**src/rtl/bca_pkg.sv**
```systemverilog
package bca_pkg;

  localparam int MAX_BLOCKS = 16;
  localparam int MAX_CHUNKS = 16;
  localparam int SIZE_W     = 16;
  localparam int BLK_W      = 4;
  localparam int CHK_W      = 4;
  localparam int SLOT_W     = BLK_W + CHK_W;
  localparam int STAT_W     = 3;

  localparam logic [SIZE_W-1:0] DEFAULT_SIZE = SIZE_W'(1000);

  localparam logic CMD_ALLOC = 1'b0;
  localparam logic CMD_FREE  = 1'b1;

  localparam logic [STAT_W-1:0] ST_GRANTED  = 3'd0;
  localparam logic [STAT_W-1:0] ST_ZERO     = 3'd1;
  localparam logic [STAT_W-1:0] ST_NO_ROOM  = 3'd2;
  localparam logic [STAT_W-1:0] ST_FREED    = 3'd3;
  localparam logic [STAT_W-1:0] ST_FREED_RS = 3'd4;
  localparam logic [STAT_W-1:0] ST_BAD      = 3'd5;

  localparam logic [1:0] K_ALLOC = 2'd0;
  localparam logic [1:0] K_ZERO  = 2'd1;
  localparam logic [1:0] K_FREE  = 2'd2;

  typedef struct packed {
    logic [1:0]        kind;
    logic [SIZE_W-1:0] size;
    logic [BLK_W-1:0]  blk;
    logic [CHK_W-1:0]  chk;
  } item_t;

  typedef struct packed {
    logic [STAT_W-1:0] status;
    logic [BLK_W-1:0]  blk;
    logic [CHK_W-1:0]  chk;
    logic [SIZE_W-1:0] offset;
    logic [SIZE_W-1:0] size;
  } res_t;

  typedef struct packed {
    logic [SIZE_W-1:0] start;
    logic [SIZE_W-1:0] len;
    logic              is_free;
  } chunk_t;

endpackage

```
**src/rtl/bca_front.sv**
```systemverilog
module bca_front (
  input  logic           clk,
  input  logic           rst_n,
  input  logic           in_valid,
  output logic           in_ready,
  input  logic           in_cmd,
  input  logic [15:0]    in_alloc_size,
  input  logic [3:0]     in_block_index,
  input  logic [3:0]     in_chunk_index,
  output logic           q_valid,
  output bca_pkg::item_t q_item,
  input  logic           q_pop
);

  bca_pkg::item_t fifo_r [2];
  logic           wr_ptr_r, wr_ptr_nxt;
  logic           rd_ptr_r, rd_ptr_nxt;
  logic [1:0]     cnt_r, cnt_nxt;
  bca_pkg::item_t cls;
  logic           push, pop;

  // Classify the item before it is queued so the back end branches at once.
  always_comb begin
    cls.size = in_alloc_size;
    cls.blk  = in_block_index;
    cls.chk  = in_chunk_index;
    if (in_cmd == bca_pkg::CMD_FREE) begin
      cls.kind = bca_pkg::K_FREE;
    end else if (in_alloc_size == '0) begin
      cls.kind = bca_pkg::K_ZERO;
    end else begin
      cls.kind = bca_pkg::K_ALLOC;
    end
  end

  assign in_ready = (cnt_r != 2'd2);
  assign q_valid  = (cnt_r != 2'd0);
  assign q_item   = fifo_r[rd_ptr_r];
  assign push     = in_valid && in_ready;
  assign pop      = q_pop && q_valid;

  always_comb begin
    wr_ptr_nxt = push ? ~wr_ptr_r : wr_ptr_r;
    rd_ptr_nxt = pop ? ~rd_ptr_r : rd_ptr_r;
    cnt_nxt    = cnt_r + {1'b0, push} - {1'b0, pop};
  end

  always_ff @(posedge clk) begin
    if (!rst_n) begin
      wr_ptr_r <= 1'b0;
      rd_ptr_r <= 1'b0;
      cnt_r    <= 2'd0;
    end else begin
      wr_ptr_r <= wr_ptr_nxt;
      rd_ptr_r <= rd_ptr_nxt;
      cnt_r    <= cnt_nxt;
    end
  end

  always_ff @(posedge clk) begin
    if (push) begin
      fifo_r[wr_ptr_r] <= cls;
    end
  end

endmodule

```
**config.mk**
```make
export PLATFORM = sky130hd
export DESIGN_NAME = bca_front
export DESIGN_NICKNAME = d
export VERILOG_FILES = /design/src/rtl/bca_pkg.sv /design/src/rtl/bca_front.sv
export SDC_FILE = /design/constraint.sdc
export NUM_CORES = 1
export LEC_CHECK = 0
export BUFFER_PORTS_ARGS = -buffer_cell sky130_fd_sc_hd__buf_2
export CORE_MARGIN = 4
export CORE_UTILIZATION = 45
export DETAILED_ROUTE_END_ITERATION = 10
export GPL_TIMING_DRIVEN = 1
export PLACE_DENSITY = 0.7
export SYNTH_ARGS = -nofsm -noshare
export SYNTH_HDL_FRONTEND = slang
export SYNTH_SLANG_ARGS = --single-unit
```
**constraint.sdc**
```tcl
create_clock -name clk -period 1.9 [get_ports clk]
set_input_delay 0 -clock clk [delete_from_list [all_inputs] [get_ports clk]]
set_output_delay 0 -clock clk [all_outputs]
set_load 0.05 [all_outputs]
```
==> Implementation_results.wiki <==
{| class="wikitable"
! Metric !! Value
|-
| Number of max-slew violations in the final report || 0
|-
| Final Skew || roughly 0.0065 ns
|-
| Leading cell type by number of instances after synthesis || sky130_fd_sc_hd__edfxtp_1
|-
| Pre-Repair DR Iteration Count || 4
|-
| Fraction of final layout cells with drive strength greater than 1 || between 30% and 40%
|-
| Synth Area in Compound Gates || 2.01%
|-
| Total via count after detailed routing || 1357
|-
| Leftover overflow at the end of global routing || 0
|-
| Dominant combinational cell family by area after synthesis || multiplexers
|-
| Peak fanout along the critical path || 26
|-
| Design Area, Final || just under 3000 um^2
|-
| Sum of routed wire length over all layers || 4.15 mm
|-
| Area share of xor/xnor cells in the synthesized design || less than 1%
|-
| Capturing element type of the critical path || flip-flop
|-
| Final Net Count || roughly 240
|-
| Register bit count reported by yosys || 57
|-
| Number of buffers created by CTS || 9
|-
| Clock Latency Late Sink || 0.33 ns
|-
| Area of the core region || around 4700 um^2
|-
| Number of rows created at floorplan || 25
|-
| Post-cts sizing count || 0
|-
| Cell type with the highest aggregate area in the netlist || sky130_fd_sc_hd__edfxtp_1
|-
| Power Dens Cells || around 1200 nW/um^2
|-
| Max H-tree Level || 3
|-
| CTS root buf || sky130_fd_sc_hd__clkbuf_8
|-
| Sequential area share after synthesis || between 70 and 80%
|-
| Cells taking the most area after synthesis || sky130_fd_sc_hd__edfxtp_1, sky130_fd_sc_hd__mux2_1, sky130_fd_sc_hd__dfxtp_1, sky130_fd_sc_hd__nor4_1, sky130_fd_sc_hd__nor2_1
|-
| Hold-fix buffers, CTS || 26
|-
| R2r startpoint || cnt_r[1]
|-
| Mean instance size in the synthesized netlist || around 19 um^2
|-
| Number of distinct library cell variants in the gate-level netlist after synthesis || 26
|-
| Delay of the slowest cell on the worst path || around 0.50 ns
|-
| Peak clock frequency supported by timing || just under 600 MHz
|-
| Cell area after technology mapping || approximately 2200 um^2
|-
| Leakage || between 0.001 and 0.0015 uW
|-
| Number of global-route vias before repair || 1434
|-
| Sink Count || 57
|-
| GRT Total Usage || 15.0%
|-
| Port buffer count || 56
|-
| Result of the run || completed
|-
| Min cycle time layout || roughly 1.7 ns
|-
| Largest voltage drop on the vdd net || 629 uV
|-
| Endpoint arrival time on the critical path || ~1.6 ns
|-
| Global-route wire length before repair || ~6.6 mm
|-
| Drt first-iter violations || 63
|-
| Placed Instance Area || approximately 2500 um^2
|-
| Post-DR wirelength/cell || around 15 um
|-
| Yosys top cell area share || a little under three quarters
|-
| Share of async-settable or async-resettable flops after synthesis || 0%
|-
| Die Y || between 70 and 80 um
|-
| Number of antenna violations at the first check in global routing || 0
|-
| Maximum number of pins on one net before global-route repair || 27
|-
| Multiplexer share of the synthesized area || 13.4%
|-
| Start point of the worst hold path || in_valid
|-
| Beginning of the critical path || cnt_r[1]
|-
| RePlAce Congestion || between 0.6 and 0.7
|-
| Cells along the critical path || nand2b_1 > nand3b_1 > clkinvlp_4
|-
| Antenna diode instance count || 0
|-
| Number of max-cap violations || 0
|-
| Post-Synth Adder-Cell Area || less than 1%
|-
| Critical Path Slowest Stage Cell || sky130_fd_sc_hd__clkinvlp_4
|-
| Commonest register cell after synthesis || sky130_fd_sc_hd__edfxtp_1
|-
| Normalized max-slew margin || between 60% and 70%
|-
| Required time at the worst-slack endpoint || approximately 1.8 ns
|-
| Final number of setup-violating endpoints || 0
|-
| Simple-gate share of the synthesized area || 6.08%
|-
| DRT antenna net count || 0
|-
| Net count after synthesis || 147
|-
| Final TNS setup || 0 ns
|-
| Type of the most critical hold path || in -> reg
|-
| Synthesis-to-finish area growth || 35.0%
|-
| Number of enable flip-flop cells after synthesis || between 50 and 60
|-
| Average vias per placed instance || around 5.1
|-
| Yosys warning count || 0
|-
| DIE AREA || between 6000 and 7000 um^2
|-
| Type of element launching the critical path || flip-flop
|-
| DIE WIDTH || between 70 and 80 um
|-
| Num ports || 57
|-
| Max Buffers Root-to-Sink || 2
|-
| Instance count of the mapped netlist || around 120
|-
| Initial core utilization || 46.5%
|-
| Final-report hold violation count || 0
|-
| Number of remaining DRC errors || 0
|-
| Slew at the pin closest to its max-slew limit || about 0.56 ns
|-
| Clk slew on worst S/H paths || around 0.060 ns
|-
| Fraction of the cycle the final worst path needs || about nine tenths
|-
| Clock tree from TritonCTS || done
|-
| CP Class || reg -> reg
|-
| Post-CTS setup buffer count || 0
|-
| RSZ-0062 raised after global routing || false
|-
| Top cells by count, synth || sky130_fd_sc_hd__edfxtp_1, sky130_fd_sc_hd__mux2_1, sky130_fd_sc_hd__dfxtp_1, sky130_fd_sc_hd__nor2_1, sky130_fd_sc_hd__nor4_1
|-
| Post-detail-place hpwl || between 2 and 3 mm
|}
cells by family (layout without fill, tap and decap cells):
kind of cell,count (synthesis),after routing
and+or+nand+nor,21,21
xor gates and xnor gates,1,1
muxes,26,26
adders and majority gates,1,1
buffers and inverters,5,102
DFF,57,57
AOI/OAI and AO/OA,6,6
placed cells by master, fill, tap and decap left out:
cell / n
sky130_fd_sc_hd__clkinv_2: 3
sky130_fd_sc_hd__dlygate4sd3_1: 26
sky130_fd_sc_hd__nand3_1: 1
sky130_fd_sc_hd__buf_2: 56
sky130_fd_sc_hd__a21oi_1: 1
sky130_fd_sc_hd__clkinv_1: 2
sky130_fd_sc_hd__o21ai_0: 1
sky130_fd_sc_hd__dfxtp_1: 5
sky130_fd_sc_hd__nor2_1: 5
sky130_fd_sc_hd__clkinvlp_4: 1
sky130_fd_sc_hd__inv_1: 1
sky130_fd_sc_hd__and3_2: 1
sky130_fd_sc_hd__nand4_1: 1
sky130_fd_sc_hd__nand3b_1: 1
sky130_fd_sc_hd__or2_1: 1
sky130_fd_sc_hd__nand2b_1: 1
sky130_fd_sc_hd__o21ba_1: 1
sky130_fd_sc_hd__nor4_1: 5
sky130_fd_sc_hd__clkbuf_8: 9
sky130_fd_sc_hd__and3_1: 1
sky130_fd_sc_hd__xor2_1: 1
sky130_fd_sc_hd__mux2_1: 26
sky130_fd_sc_hd__nor4bb_2: 1
sky130_fd_sc_hd__o21ai_1: 1
sky130_fd_sc_hd__buf_4: 2
sky130_fd_sc_hd__clkbuf_1: 2
sky130_fd_sc_hd__and2_1: 1
sky130_fd_sc_hd__edfxtp_1: 52
sky130_fd_sc_hd__ha_1: 1
sky130_fd_sc_hd__o31a_1: 1
sky130_fd_sc_hd__a21bo_1: 1
sky130_fd_sc_hd__nor3_2: 1
sky130_fd_sc_hd__nor2b_1: 1
report_power, final:
| part | internal (uW) | switching [uW] | leakage (uW) | total (uW) |
|---|---|---|---|---|
| clock | 457 | 435 | 0.0000819 | 891 |
| sequential | 1530 | 46.3 | 0.000528 | 1570 |
| combinational | 324 | 826 | 0.000520 | 1150 |
metrics by stage:
| stage | worst slack, ns | utilization, % | power [uW] | cells | hold WS (ns) |
|---|---|---|---|---|---|
| after floorplan | 0.0890 | - | 2470 | 117 | 0.0989 |
| after global placement | 0.297 | 53.9 | 2680 | 226 | 0.190 |
| after detailed placement | 0.235 | 53.9 | 2720 | 226 | 0.193 |
| after CTS | 0.217 | 62.7 | 3650 | 268 | 0.0598 |
| after global routing | 0.0726 | 62.7 | 3770 | 268 | 0.0754 |
| final | 0.216 | 62.7 | 3610 | 268 | 0.0810 |
layout make-up:
class                      instances  area [um^2]
tap                               54         67.6
sequential                        57         1660
fill                             343         1750
inverter                           2         11.3
clock inverter                     5         22.5
timing repair buffer              84          556
multi-input combinational         55          492
clock buffer                      11          131
registers in the layout, indices dropped and copies added, names as in the netlist, named ones only:
| register | count |
|---|---|
| wr_ptr_r | 1 |
| rd_ptr_r | 1 |
| cnt_r | 2 |
| fifo_r | 52 |
worst max-delay path, delay by kind of cell, from the launching register on:
kind / cells / cell delay, ns
AND/OR/NAND/NOR: 2 / 0.31
flip-flops: 1 / 0.44
buffers and inverters: 1 / 0.50
final timing paths:
path / to / slack, ns / cells after the start
min reg2reg: rd_ptr_r / 0.52 / 2
max: fifo_r[0][12] / 0.22 / 3
max reg2reg: fifo_r[0][12] / 0.22 / 3
min: wr_ptr_r / 0.08 / 3
layer usage:
layer	vias up	part of all wire [%]	track usage [%]
met2	45	51	24.0
met3	14	5.6	4.64
met1	656	40	16.4
met5	-	0	0
met4	0	3.5	11.6
li1	642	-	-
Power figures use the tool's default switching activity.
